$ cat src/hdl/b64d_pkg.sv
// ----------------------------------------------------------------------------
// b64d_pkg
// Types, constants and the sextet lookup shared by the key base64 decoder.
// ----------------------------------------------------------------------------
package b64d_pkg;

   localparam int KEY_BYTES   = 32;
   localparam int FULL_GROUPS = KEY_BYTES / 3;
   localparam int TEXT_CHARS  = 4 * FULL_GROUPS + 4;
   localparam int CNT_W       = $clog2(TEXT_CHARS + 1);
   localparam int ACC_W       = 18;
   localparam int MAX_RESULTS = 4;
   localparam int NUM_W       = 3;
   localparam int Q_DEPTH     = 8;
   localparam int Q_PTR_W     = 3;
   localparam int Q_FILL_W    = 4;

   localparam logic [7:0] CHAR_PAD = 8'h3D;

   localparam logic KIND_BYTE   = 1'b0;
   localparam logic KIND_STATUS = 1'b1;

   localparam logic [1:0] STATUS_OK     = 2'd0;
   localparam logic [1:0] STATUS_LENGTH = 2'd1;
   localparam logic [1:0] STATUS_CHAR   = 2'd2;

   typedef struct packed {
      logic [7:0] ch;
      logic       end_of_text;
   } b64d_req_type;

   typedef struct packed {
      logic       kind;
      logic [7:0] key_byte;
      logic [1:0] status;
      logic       last;
   } b64d_rsp_type;

   typedef struct packed {
      b64d_rsp_type [MAX_RESULTS-1:0] items;
      logic [NUM_W-1:0]               count;
   } b64d_bundle_type;

   typedef struct packed {
      logic       ok;
      logic [5:0] value;
   } b64d_sextet_type;

   function automatic b64d_sextet_type sextet_of(input logic [7:0] ch);
      b64d_sextet_type s;
      s.ok    = 1'b1;
      s.value = 6'd0;
      if (ch inside {[8'h41:8'h5A]}) begin
         s.value = 6'(ch - 8'h41);
      end else if (ch inside {[8'h61:8'h7A]}) begin
         s.value = 6'(ch - 8'd71);
      end else if (ch inside {[8'h30:8'h39]}) begin
         s.value = 6'(ch + 8'd4);
      end else if (ch == 8'h2B) begin
         s.value = 6'd62;
      end else if (ch == 8'h2F) begin
         s.value = 6'd63;
      end else begin
         s.ok = 1'b0;
      end
      return s;
   endfunction

endpackage

$ cat src/hdl/b64d_decode.sv
// ----------------------------------------------------------------------------
// b64d_decode
// Group state and per-character decode; builds the results of one item.
// ----------------------------------------------------------------------------
module b64d_decode (
   input  logic                     clock,
   input  logic                     reset,
   input  logic                     fire,
   input  b64d_pkg::b64d_req_type   item,
   output b64d_pkg::b64d_bundle_type bundle
);
   import b64d_pkg::*;

   logic [ACC_W-1:0] acc_ff, acc_in;
   logic [CNT_W-1:0] cnt_ff, cnt_in;
   logic             char_err_ff, char_err_in;
   logic             len_err_ff, len_err_in;

   always_comb begin
      logic [1:0]       pos;
      logic             closing;
      b64d_sextet_type  s;
      logic [23:0]      v;
      logic [NUM_W-1:0] nb;
      logic [1:0]       st;

      pos         = cnt_ff[1:0];
      closing     = cnt_ff >= CNT_W'(4 * FULL_GROUPS);
      s           = sextet_of(item.ch);
      v           = {acc_ff, s.value};
      nb          = '0;
      st          = STATUS_OK;
      acc_in      = acc_ff;
      cnt_in      = cnt_ff;
      char_err_in = char_err_ff;
      len_err_in  = len_err_ff;
      for (int i = 0; i < MAX_RESULTS; i++) begin
         bundle.items[i] = '{kind: KIND_BYTE, key_byte: 8'd0, status: STATUS_OK, last: 1'b0};
      end

      if (cnt_ff < CNT_W'(TEXT_CHARS)) begin
         if (closing && pos == 2'd3) begin
            if (item.ch != CHAR_PAD) len_err_in = 1'b1;
            if (acc_ff[1:0] != 2'd0) char_err_in = 1'b1;
            bundle.items[0].key_byte = acc_ff[17:10];
            bundle.items[1].key_byte = acc_ff[9:2];
            nb     = NUM_W'(2);
            acc_in = '0;
         end else begin
            if (!s.ok) char_err_in = 1'b1;
            if (pos == 2'd3) begin
               bundle.items[0].key_byte = v[23:16];
               bundle.items[1].key_byte = v[15:8];
               bundle.items[2].key_byte = v[7:0];
               nb     = NUM_W'(3);
               acc_in = '0;
            end else begin
               acc_in = {acc_ff[11:0], s.value};
            end
         end
         cnt_in = cnt_ff + CNT_W'(1);
      end else begin
         len_err_in = 1'b1;
      end

      bundle.count = nb;
      if (item.end_of_text) begin
         if (cnt_in != CNT_W'(TEXT_CHARS)) len_err_in = 1'b1;
         if (len_err_in) begin
            st = STATUS_LENGTH;
         end else if (char_err_in) begin
            st = STATUS_CHAR;
         end
         for (int i = 0; i < MAX_RESULTS; i++) begin
            if (NUM_W'(i) == nb) begin
               bundle.items[i] = '{kind: KIND_STATUS, key_byte: 8'd0, status: st, last: 1'b1};
            end
         end
         bundle.count = nb + NUM_W'(1);
         acc_in       = '0;
         cnt_in       = '0;
         char_err_in  = 1'b0;
         len_err_in   = 1'b0;
      end
   end

   always_ff @(posedge clock) begin
      if (reset) begin
         acc_ff      <= '0;
         cnt_ff      <= '0;
         char_err_ff <= 1'b0;
         len_err_ff  <= 1'b0;
      end else if (fire) begin
         acc_ff      <= acc_in;
         cnt_ff      <= cnt_in;
         char_err_ff <= char_err_in;
         len_err_ff  <= len_err_in;
      end
   end

endmodule

$ cat src/hdl/b64d_queue.sv
// ----------------------------------------------------------------------------
// b64d_queue
// Result queue: takes up to four items a cycle, hands out one a cycle while rsp_stall is low.
// ----------------------------------------------------------------------------
module b64d_queue (
   input  logic                      clock,
   input  logic                      reset,
   input  logic                      push,
   input  b64d_pkg::b64d_bundle_type bundle,
   output logic                      space_ok,
   output logic                      rsp_valid,
   input  logic                      rsp_stall,
   output b64d_pkg::b64d_rsp_type    rsp_item
);
   import b64d_pkg::*;

   b64d_rsp_type [Q_DEPTH-1:0] q_ff;
   logic [Q_PTR_W-1:0]  wr_ptr_ff, wr_ptr_in;
   logic [Q_PTR_W-1:0]  rd_ptr_ff, rd_ptr_in;
   logic [Q_FILL_W-1:0] fill_ff, fill_in;
   logic [NUM_W-1:0]    push_n;
   logic                pop;

   assign push_n    = push ? bundle.count : '0;
   assign pop       = rsp_valid && !rsp_stall;
   assign rsp_valid = fill_ff != '0;
   assign rsp_item  = q_ff[rd_ptr_ff];
   assign space_ok  = fill_ff <= Q_FILL_W'(Q_DEPTH - MAX_RESULTS);
   assign wr_ptr_in = wr_ptr_ff + Q_PTR_W'(push_n);
   assign rd_ptr_in = rd_ptr_ff + Q_PTR_W'(pop);
   assign fill_in   = fill_ff + Q_FILL_W'(push_n) - Q_FILL_W'(pop);

   always_ff @(posedge clock) begin
      for (int i = 0; i < Q_DEPTH; i++) begin
         logic [Q_PTR_W-1:0] off;
         off = Q_PTR_W'(i) - wr_ptr_ff;
         if (Q_PTR_W'(off) < Q_PTR_W'(push_n)) begin
            q_ff[i] <= bundle.items[off[1:0]];
         end
      end
   end

   always_ff @(posedge clock) begin
      if (reset) begin
         wr_ptr_ff <= '0;
         rd_ptr_ff <= '0;
         fill_ff   <= '0;
      end else begin
         wr_ptr_ff <= wr_ptr_in;
         rd_ptr_ff <= rd_ptr_in;
         fill_ff   <= fill_in;
      end
   end

endmodule

$ cat src/hdl/key_base64_decoder_top.sv
// ----------------------------------------------------------------------------
// key_base64_decoder_top
// Streaming base64 key decoder: characters in, key bytes and status out.
// ----------------------------------------------------------------------------
// Path: an accepted item waits in the input register until the queue has space,
// is decoded as it moves into the result queue, and is then offered on rsp.
// Throughput: one character per cycle; an item holds in the input register
// while the eight-entry result queue has more than four entries waiting.
// Reset clears the group state, error flags, input valid flag, queue pointers and fill.
// ----------------------------------------------------------------------------
module key_base64_decoder_top (
   input  logic                   clock,
   input  logic                   reset,
   input  logic                   req_valid,
   output logic                   req_stall,
   input  b64d_pkg::b64d_req_type req_item,
   output logic                   rsp_valid,
   input  logic                   rsp_stall,
   output b64d_pkg::b64d_rsp_type rsp_item
);
   import b64d_pkg::*;

   logic            in_valid_ff, in_valid_in;
   b64d_req_type    in_ff;
   b64d_bundle_type bundle;
   logic            space_ok;
   logic            move;

   assign move        = in_valid_ff && space_ok;
   assign req_stall   = in_valid_ff && !space_ok;
   assign in_valid_in = (req_valid && !req_stall) || (in_valid_ff && !move);

   always_ff @(posedge clock) begin
      if (reset) begin
         in_valid_ff <= 1'b0;
      end else begin
         in_valid_ff <= in_valid_in;
      end
   end

   always_ff @(posedge clock) begin
      if (req_valid && !req_stall) begin
         in_ff <= req_item;
      end
   end

   b64d_decode u_decode (
      .clock  (clock),
      .reset  (reset),
      .fire   (move),
      .item   (in_ff),
      .bundle (bundle)
   );

   b64d_queue u_queue (
      .clock     (clock),
      .reset     (reset),
      .push      (move),
      .bundle    (bundle),
      .space_ok  (space_ok),
      .rsp_valid (rsp_valid),
      .rsp_stall (rsp_stall),
      .rsp_item  (rsp_item)
   );

endmodule
$ cat config.mk
export PLATFORM = sky130hd
export DESIGN_NAME = key_base64_decoder_top
export DESIGN_NICKNAME = d
export VERILOG_FILES = /design/src/hdl/b64d_pkg.sv /design/src/hdl/b64d_decode.sv /design/src/hdl/b64d_queue.sv /design/src/hdl/key_base64_decoder_top.sv
export SDC_FILE = /design/constraint.sdc
export NUM_CORES = 1
export LEC_CHECK = 0
export ABC_AREA = 1
export BUFFER_PORTS_ARGS = -buffer_cell sky130_fd_sc_hd__buf_2
export CELL_PAD_IN_SITES_DETAIL_PLACEMENT = 1
export CELL_PAD_IN_SITES_GLOBAL_PLACEMENT = 2
export CORE_ASPECT_RATIO = 1.75
export CORE_MARGIN = 3
export CORE_UTILIZATION = 42
export CTS_CLUSTER_SIZE = 28
export DETAILED_ROUTE_END_ITERATION = 10
export GPL_TIMING_DRIVEN = 1
export HOLD_SLACK_MARGIN = 0.08
export MAX_ROUTING_LAYER = met4
export PLACE_DENSITY = 0.92
export REMOVE_ABC_BUFFERS = 1
export SLEW_MARGIN = 15
export SYNTH_ARGS = -nofsm -noshare
export SYNTH_HDL_FRONTEND = slang
export SYNTH_SLANG_ARGS = --single-unit
export TNS_END_PERCENT = 1
$ cat constraint.sdc
create_clock -name clock -period 8.75 [get_ports clock]
set_input_delay 1.3125 -clock clock [delete_from_list [all_inputs] [get_ports clock]]
set_output_delay 1.3125 -clock clock [all_outputs]
set_load 0.02 [all_outputs]
# Word-level counts from Yosys, hierarchy flattened
# Index checks and enable logic that the tools add are counted.
# totals
regBits	142
input_bits	13
output_inout_bits	14
wordCells	177
# classes
addsub	17
order_cmp	26
eq_ne	8
n_mux	65
reduce_logical	19
# op_table
op	count
12-bit binary-select mux with 2-bit select	8
12-bit 2-to-1 mux	13
18-bit 2-to-1 mux	4
8-bit 2-to-1 mux	9
51-bit 2-to-1 mux	1
6-bit 2-to-1 mux	7
12-bit binary-select mux with 3-bit select	1
2-bit by 3-bit less-than comparator with 1-bit output (second input constant)	8
3-bit less-than comparator	8
8-bit by 6-bit equality test with 1-bit output (second input constant)	2
8-bit by 7-bit greater-or-equal comparator with 1-bit output (second input constant)	2
8-bit by 7-bit less-or-equal comparator with 1-bit output (second input constant)	2
1-bit 2-to-1 mux	16
3-bit subtractor (first input constant)	4
1-bit logical AND	9
3-bit 2-to-1 mux	3
8-bit by 6-bit greater-or-equal comparator with 1-bit output (second input constant)	1
8-bit by 6-bit less-or-equal comparator with 1-bit output (second input constant)	1
8-bit by 6-bit != test with 1-bit output (second input constant)	1
6-bit by 1-bit adder with 6-bit output (second input constant)	1
6-bit by 3-bit adder with 6-bit output (second input constant)	1
2-bit by 3-bit equality test with 1-bit output (first input constant)	2
6-bit greater-or-equal comparator (second input constant)	1
6-bit less-than comparator (second input constant)	1
other kinds (21)	29

# Longest topological paths before layout
# Gate-level depths: netlist (run 1).
# logic_depth
ltp_word	16
depth_mapped	16
ltp_nobuf	15

# Cells and area by module
# From an unflattened synthesis (run 1), not the netlist that was laid out.
# unflattened
hier_cells	1165
area_unflattened_um2	8770.9
# modules_own_cells
module	n_inst	cells_per_inst	area_each_um2
b64d_queue	1	762	6088.3
b64d_decode	1	385	2356.0
key_base64_decoder_top	1	18	326.6

# Worst setup path before layout (run 1)
# No wires, ideal clock.
# synth_timing
kind	flip-flop to flip-flop
from	reg u_queue.wr_ptr_ff[1]
to	reg u_queue.q_ff[24] (netlist name) (enable)
t_arrival_ps	2903
required_time_ps	8367
slack_ps	5465
stages_incl_launch_ff	11
period_less_slack_ps	3285
cell_sequence	dfxtp_1 > clkinv_1 > clkbuf_1 > ha_1 > clkbuf_1 > clkinv_1 > clkbuf_1 > ha_1 > inv_1 > o21bai_1 > a21oi_1
# synth_via
elab_chain_cells	2
# synth_lines
element	line	text
from (decl)	b64d_queue.sv:18	logic [Q_PTR_W-1:0] wr_ptr_ff, wr_ptr_in;
from (signal assigned)	b64d_queue.sv:49	wr_ptr_ff <= wr_ptr_in;
2-bit by 3-bit subtractor with 3-bit output	b64d_queue.sv:36	off = Q_PTR_W'(i) - wr_ptr_ff;
3-bit less-than comparator	b64d_queue.sv:37	if (Q_PTR_W'(off) < Q_PTR_W'(push_n)) begin
to (signal, indexed assignment)	b64d_queue.sv:38	q_ff[i] <= bundle.items[off[1:0]];
to (decl)	b64d_queue.sv:17	b64d_rsp_type [Q_DEPTH-1:0] q_ff;
# No other way between the ends.
# A chain may end at the register's enable or synchronous reset.

# Final worst setup path (run 1)
# layout_timing
from	reg u_queue.wr_ptr_ff[1]
to	reg u_queue.q_ff[34] (netlist name) (enable)
# Same word-level chain as after synthesis.

==> results.ini, run 1 <==
[die]
die-height_um=180
initial_utilization=0.430
num_io_pins=27
die_width_um=106
die-area_um2=19000
rows=63
coreArea_um2=16900

[pwr]
powerDensity_nw_per_um2=266
finalPower_uw=2180
leakage_uw=0.00314
max-vdd-ir-drop_v=0.000135

[clock_tree]
clk_path_buf_depth=2
clock_sinks=134
cts_buffers=17
cts_hold_buffers=0
cts_resized=0
clkLatencyLatePin_ns=0.43
clkTransAtPathRegs_ns=0.06
ctsHtreeMaxLevel=4
cts_setup_buffers=0
tritoncts=built
root_buffer=clkbuf_16

[detailed_routing]
final_antenna_net_count=0
drt_pre_antenna_iters=4
vias=6012
drt_wl_total_um=20500
detail_route.wl_per_cell_um=18.6
drt_drc_violations_left=0
detail_route.vias_per_cell=5.46
drt_iter0_drc=278

[finish]
nFillCells=2000
layout_common_cells=nand2_1 (174), nor2_1 (123), edfxtp_1 (97), o21ai_0 (66), inv_1 (59)
multi_input_area_um2=3210
diodes=0
synthToLayoutAreaGrowth_pct=12.6
drive_gt1_frac=0.0983
layout_commonest_cell=nand2_1
nets=918
stdcell_area_um2=8200
seq_area_um2=3650

[placed_design]
hpwl_um=15900
dpl_cell_area_um2=7590
dp_slack_ns=3.82
place.gp.congestion=0.933
io_buffers=26

[sta]
slew_violations=0
skew_ns=0.00580
tightest_slew_ns=1.13
relSlewSlack=0.247
fin_crit_ns=5.01
hold_violations=0
fin_ws_ns=3.74
fin_hold_ws_ns=0.465
finalSetupViolations=0
finalCritPeriodShare=0.572
rsz0062_at_grt=no
fin_setup_tns_ns=0
max_clock_freq_mhz=200

[synth]
synth_edf_count=97
ys_seq_area_frac=0.502
ys_warn_count=0
ys_types=32
synth_seq_cells=134
async_flop_share=0
synthFlopType=edfxtp_1
syn_inst=849
syn_avg_cell_area_um2=8.58
syn_area_um2=7280

[min_path]
min_path_type=register to register

[global_routing]
antenna_found_initial=0
grt_pass1_vias=6638
grt_overflow=0
grt_max_degree=46
grt_pass1_wl_um=33300
grtUsageTotal=0.230

[job]
drv_cap=0

[worst_setup_path]
worstPathArrival_ns=5.05
critPathCaptureType=register
cp_max_fo=22
cp-start-kind=register
cp.required_ns=8.79
path_class=register to register

[run_status]
status=complete, no violations

final timing paths:
path	slack, ns	startpoint	end	cells after the start
max	3.74	u_queue.wr_ptr_ff[1]	u_queue.q_ff[34]	7
min	0.47	u_decode.acc_ff[12]	u_decode.acc_ff[12]	2
max reg2reg	3.74	u_queue.wr_ptr_ff[1]	u_queue.q_ff[34]	7
min reg2reg	0.47	u_decode.acc_ff[12]	u_decode.acc_ff[12]	2
cell usage after synthesis (2+ instances only):
| cell type | n | area, um2 |
|---|---|---|
| xor2_1 | 10 | 87.6 |
| dfxtp_1 | 37 | 741 |
| a31oi_1 | 12 | 75.1 |
| inv_2 | 9 | 33.8 |
| inv_1 | 59 | 221 |
| o21bai_1 | 8 | 60.1 |
| o21ai_0 | 66 | 330 |
| edfxtp_1 | 97 | 2910 |
| nor2_1 | 123 | 462 |
| buf_1 | 4 | 15.0 |
| xnor2_1 | 6 | 52.6 |
| nor2_4 | 2 | 22.5 |
| nand2_1 | 174 | 653 |
| o22ai_1 | 26 | 163 |
| nor3_1 | 3 | 15.0 |
| nor2_2 | 4 | 25.0 |
| nand4_1 | 21 | 131 |
| a21oi_1 | 45 | 225 |
| o21ai_1 | 12 | 60.1 |
| ha_1 | 41 | 513 |
| fa_1 | 2 | 40.0 |
| clkbuf_1 | 27 | 101 |
| buf_2 | 8 | 40.0 |
| clkinv_1 | 2 | 7.51 |
| nand3_1 | 44 | 220 |
per-layer routing:
| metal | vias to the layer above | wire, um | global-route usage |
|---|---|---|---|
| met1 | 2945 | 7320 | 0.217 |
| met4 | 0 | 749 | 0.110 |
| met2 | 90 | 12000 | 0.443 |
| li1 | 2918 | - | - |
| met5 | - | 0 | - |
| met3 | 59 | 389 | 0.0344 |
worst max-delay path, stage by stage, from the launching register on:
cell	delay, ns
dfxtp_1	0.81
clkinv_1	0.77
ha_1	0.92
clkinv_1	0.62
ha_1	0.48
inv_1	0.06
o21bai_1	0.09
a21oi_1	0.87
cell families (layout without fill, tap and decap cells):
| kind of cell | after synthesis | after routing | synth area share |
|---|---|---|---|
| simple gates | 374 | 374 | 0.215 |
| compound gates | 172 | 172 | 0.130 |
| flops | 134 | 134 | 0.502 |
| buf+inv | 110 | 136 | 0.0586 |
| fa+ha+maj | 43 | 43 | 0.0759 |
| xor+xnor | 16 | 16 | 0.0192 |
metrics by stage:
stage | instances | utilization
floorplan | 809 | -
global placement | 1070 | 0.448
detailed placement | 1070 | 0.448
CTS | 1102 | 0.483
global route | 1102 | 0.484
finish | 1102 | 0.484
where the power goes:
part | internal, uW | switching, uW
clock network | 426 | 294
registers | 779 | 47.5
logic | 186 | 445
sequential cells by signal, summed over array words and instances, names as in the netlist:
name	cells
u_decode.acc_ff	18
u_queue.q_ff	88
u_decode.char_err_ff	1
u_queue.wr_ptr_ff	3
in_ff	9
in_valid_ff	1
u_queue.rd_ptr_ff	3
u_decode.len_err_ff	1
u_queue.fill_ff	4
u_decode.cnt_ff	6
layout make-up:
cell class	count	share of cell area
sequential	134	0.446
multi-input combinational	605	0.392
clock buffer	17	0.0519
tap	227	0.0346
inverter	70	0.0321
clock inverter	15	0.0206
timing repair buffer	34	0.0232
Note: power is estimated with default switching activity, not from simulation.
==> run 2, diff against run 1 <==
--- a/config.mk
+++ b/config.mk
@@ -11,13 +11,13 @@
 export CELL_PAD_IN_SITES_GLOBAL_PLACEMENT = 2
 export CORE_ASPECT_RATIO = 1.75
 export CORE_MARGIN = 3
-export CORE_UTILIZATION = 42
+export CORE_UTILIZATION = 39
 export CTS_CLUSTER_SIZE = 28
 export DETAILED_ROUTE_END_ITERATION = 10
 export GPL_TIMING_DRIVEN = 1
 export HOLD_SLACK_MARGIN = 0.08
 export MAX_ROUTING_LAYER = met4
-export PLACE_DENSITY = 0.92
+export PLACE_DENSITY = 0.86
 export REMOVE_ABC_BUFFERS = 1
 export SLEW_MARGIN = 15
 export SYNTH_ARGS = -nofsm -noshare
==> constraint.sdc (replaced) <==
create_clock -name clock -period 5.1 [get_ports clock]
set_input_delay 0.765 -clock clock [delete_from_list [all_inputs] [get_ports clock]]
set_output_delay 0.765 -clock clock [all_outputs]
set_load 0.02 [all_outputs]
==> results.ini, run 2 (synthesis gave the netlist of run 1 again) <==
[worst_setup_path]
path_class=register to register
cp_max_fo=20  ; -9.1%
worstPathArrival_ns=3.61  ; -1.44 ns
cp-start-kind=register
critPathCaptureType=register
slowest_delay_ns=0.88  ; -0.04 ns
cp.required_ns=5.14  ; -3.65 ns
reg2regPathDepth=9  ; +2
cp_top_family=adder cells
timing.critical_path.mode_cell=ha_1
crit_chain=ha_1 -> inv_2 -> nor2_4 -> ha_1 -> nand2_1 -> inv_1 -> nand2_1 -> ha_1 -> a21oi_1
critPathBufInv=2  ; -1
regToRegEndpoint=u_queue.q_ff[9]
critical_path.slowest_cell=a21oi_1
r2r-start=u_decode.cnt_ff[0]
ff2ff_setup_slack_ns=1.53  ; -2.21 ns

[die]
die-area_um2=20400  ; +7.3%
die_width_um=109  ; +3.6%
coreArea_um2=18200  ; +7.5%
initial_utilization=0.400  ; -0.0300
die-height_um=187  ; +3.6%
num_io_pins=27  ; unchanged
rows=65  ; +3.2%

[placed_design]
hpwl_um=18200  ; +15%
place_inst=1079  ; +0.84%
place.gp.congestion=0.952  ; +2.0%
dp_slack_ns=1.33  ; -2.49 ns
io_buffers=26  ; unchanged

[min_path]
min_path_type=register to register
worstHoldStart=u_decode.acc_ff[17]
hold_depth=2  ; unchanged
holdPathEnd=u_decode.acc_ff[17]

[pwr]
p_sw_uw=1410  ; +79%
finalPower_uw=3750  ; +72%
switching_share=0.375  ; +0.0141
powerDensity_nw_per_um2=457  ; +72%
p_seq_frac=0.378  ; -0.002
clkPwrFrac=0.319  ; -0.011
internal_power_uw=2340  ; +68%
combinationalPowerShare=0.303  ; +0.013
leakage_uw=0.00314  ; about the same
max-vdd-ir-drop_v=0.000222  ; +65%

[detailed_routing]
drt_wl_total_um=23300  ; +14%
detail_route.vias_per_cell=5.44  ; -0.27%
drt_pre_antenna_iters=5  ; +1
detail_route.wl_per_cell_um=21.0  ; +13%
vias=6045  ; +0.55%
drt_iter0_drc=280  ; +0.72%
final_antenna_net_count=0  ; unchanged
drt_drc_violations_left=0  ; unchanged

[global_routing]
grt_overflow=0  ; unchanged
grtUsageTotal=0.248  ; +0.0179
grt_max_degree=47  ; +2.2%
grt_pass1_vias=6622  ; -0.24%
grt_pass1_wl_um=36400  ; +9.0%
antenna_found_initial=0  ; unchanged

[finish]
top_register=u_queue.q_ff
largest_reg_flops=88  ; unchanged
diodes=0  ; unchanged
layout_common_cells=nand2_1 (174), nor2_1 (123), edfxtp_1 (97), o21ai_0 (66), inv_1 (59)
synthToLayoutAreaGrowth_pct=12.6  ; about the same
nets=920  ; +0.22%
layout_commonest_cell=nand2_1
stdcell_count=1111  ; +0.82%
reg_top3=u_queue.q_ff: 88 flops, u_decode.acc_ff: 18 flops, in_ff: 9 flops
drive_gt1_frac=0.101  ; +0.00320

[job]
drv_cap=0  ; unchanged

[clock_tree]
tritoncts=built
clkLatencyLatePin_ns=0.43  ; about the same
clk_path_buf_depth=2  ; unchanged
root_buffer=clkbuf_16
cts_buffers=17  ; unchanged
cts_hold_buffers=0  ; unchanged
cts_resized=0  ; unchanged
clkTransAtPathRegs_ns=0.06  ; about the same
clock_sinks=134  ; unchanged
cts_setup_buffers=0  ; unchanged
ctsHtreeMaxLevel=4  ; unchanged

[sta]
tightest_slew_ns=1.12  ; -0.00466 ns
max_clock_freq_mhz=280  ; +40%
finalSetupViolations=0  ; unchanged
finalCritPeriodShare=0.700  ; +0.128
skew_ns=0.0113  ; +0.00547 ns
fin_hold_ws_ns=0.468  ; +0.00315 ns
fin_crit_ns=3.57  ; -1.44 ns
fin_setup_tns_ns=0  ; unchanged
hold_violations=0  ; unchanged
relSlewSlack=0.250  ; +0.00310
rsz0062_at_grt=no
slew_violations=0  ; unchanged
fin_ws_ns=1.53  ; -2.21 ns

[run_status]
status=complete, no violations

[run 2: cell count changes in the layout (fill, tap and decap cells not counted)]
cell,before,now
buf_4,8,10
clkinv_4,2,0
inv_6,4,6
a21oi_1,42,41
a21oi_2,3,4
bufinv_16,2,1
clkinv_2,0,1
[run 2: layer usage]
metal  part of all wire  GRT usage  vias to the layer above
met5                  0          -                        -
met4              0.066      0.148                        0
met3              0.017     0.0305                       67
met2               0.58      0.471                      100
met1               0.34      0.224                     2952
li1                   -          -                     2926
[run 2: power groups by stage]
stage	Sequential, uW	Combinational, uW	Clock (uW)
after global placement	1440	1090	0
after floorplan	1440	702	0
after detailed placement	1440	1140	0
after CTS	1420	1150	1220
final	1420	1140	1200
after global routing	1420	1280	1270
[run 2: layout make-up]
| cell class | count | area (um2) |
|---|---|---|
| clock buffer | 17 | 425 |
| clock inverter | 15 | 144 |
| fill | 2184 | 10000 |
| inverter | 70 | 263 |
| multi-input combinational | 605 | 3220 |
| sequential | 134 | 3650 |
| tap | 234 | 293 |
| timing repair buffer | 36 | 205 |
[run 2: worst max-delay path by stage]
| stage | to | cells past startpoint | startpoint | slack [ns] |
|---|---|---|---|---|
| 6_report | u_queue.q_ff[9] | 9 | u_decode.cnt_ff[0] | 1.53 |
| 5_1_grt | u_queue.q_ff[9] | 9 | u_decode.cnt_ff[0] | 1.22 |
| 4_1_cts | u_queue.q_ff[42] | 10 | u_decode.cnt_ff[0] | 1.29 |
| 3_5_place_dp | u_queue.q_ff[43] | 10 | u_decode.cnt_ff[0] | 1.33 |
| 3_3_place_gp | u_queue.q_ff[41] | 10 | u_decode.cnt_ff[0] | 1.59 |
| 2_1_floorplan | u_queue.q_ff[24] | 7 | u_queue.wr_ptr_ff[1] | 1.32 |
[run 2: per-stage QoR]
step	util	cell area, um2
after floorplan	-	7120
after global placement	0.418	7620
after detailed placement	0.418	7620
after CTS	0.449	8190
after global routing	0.450	8200
final	0.450	8200
[run 2: worst min-delay path: stages (launching register included)]
cell	delay [ns]
dfxtp_1	0.31
nand2_1	0.06
a21oi_1	0.05
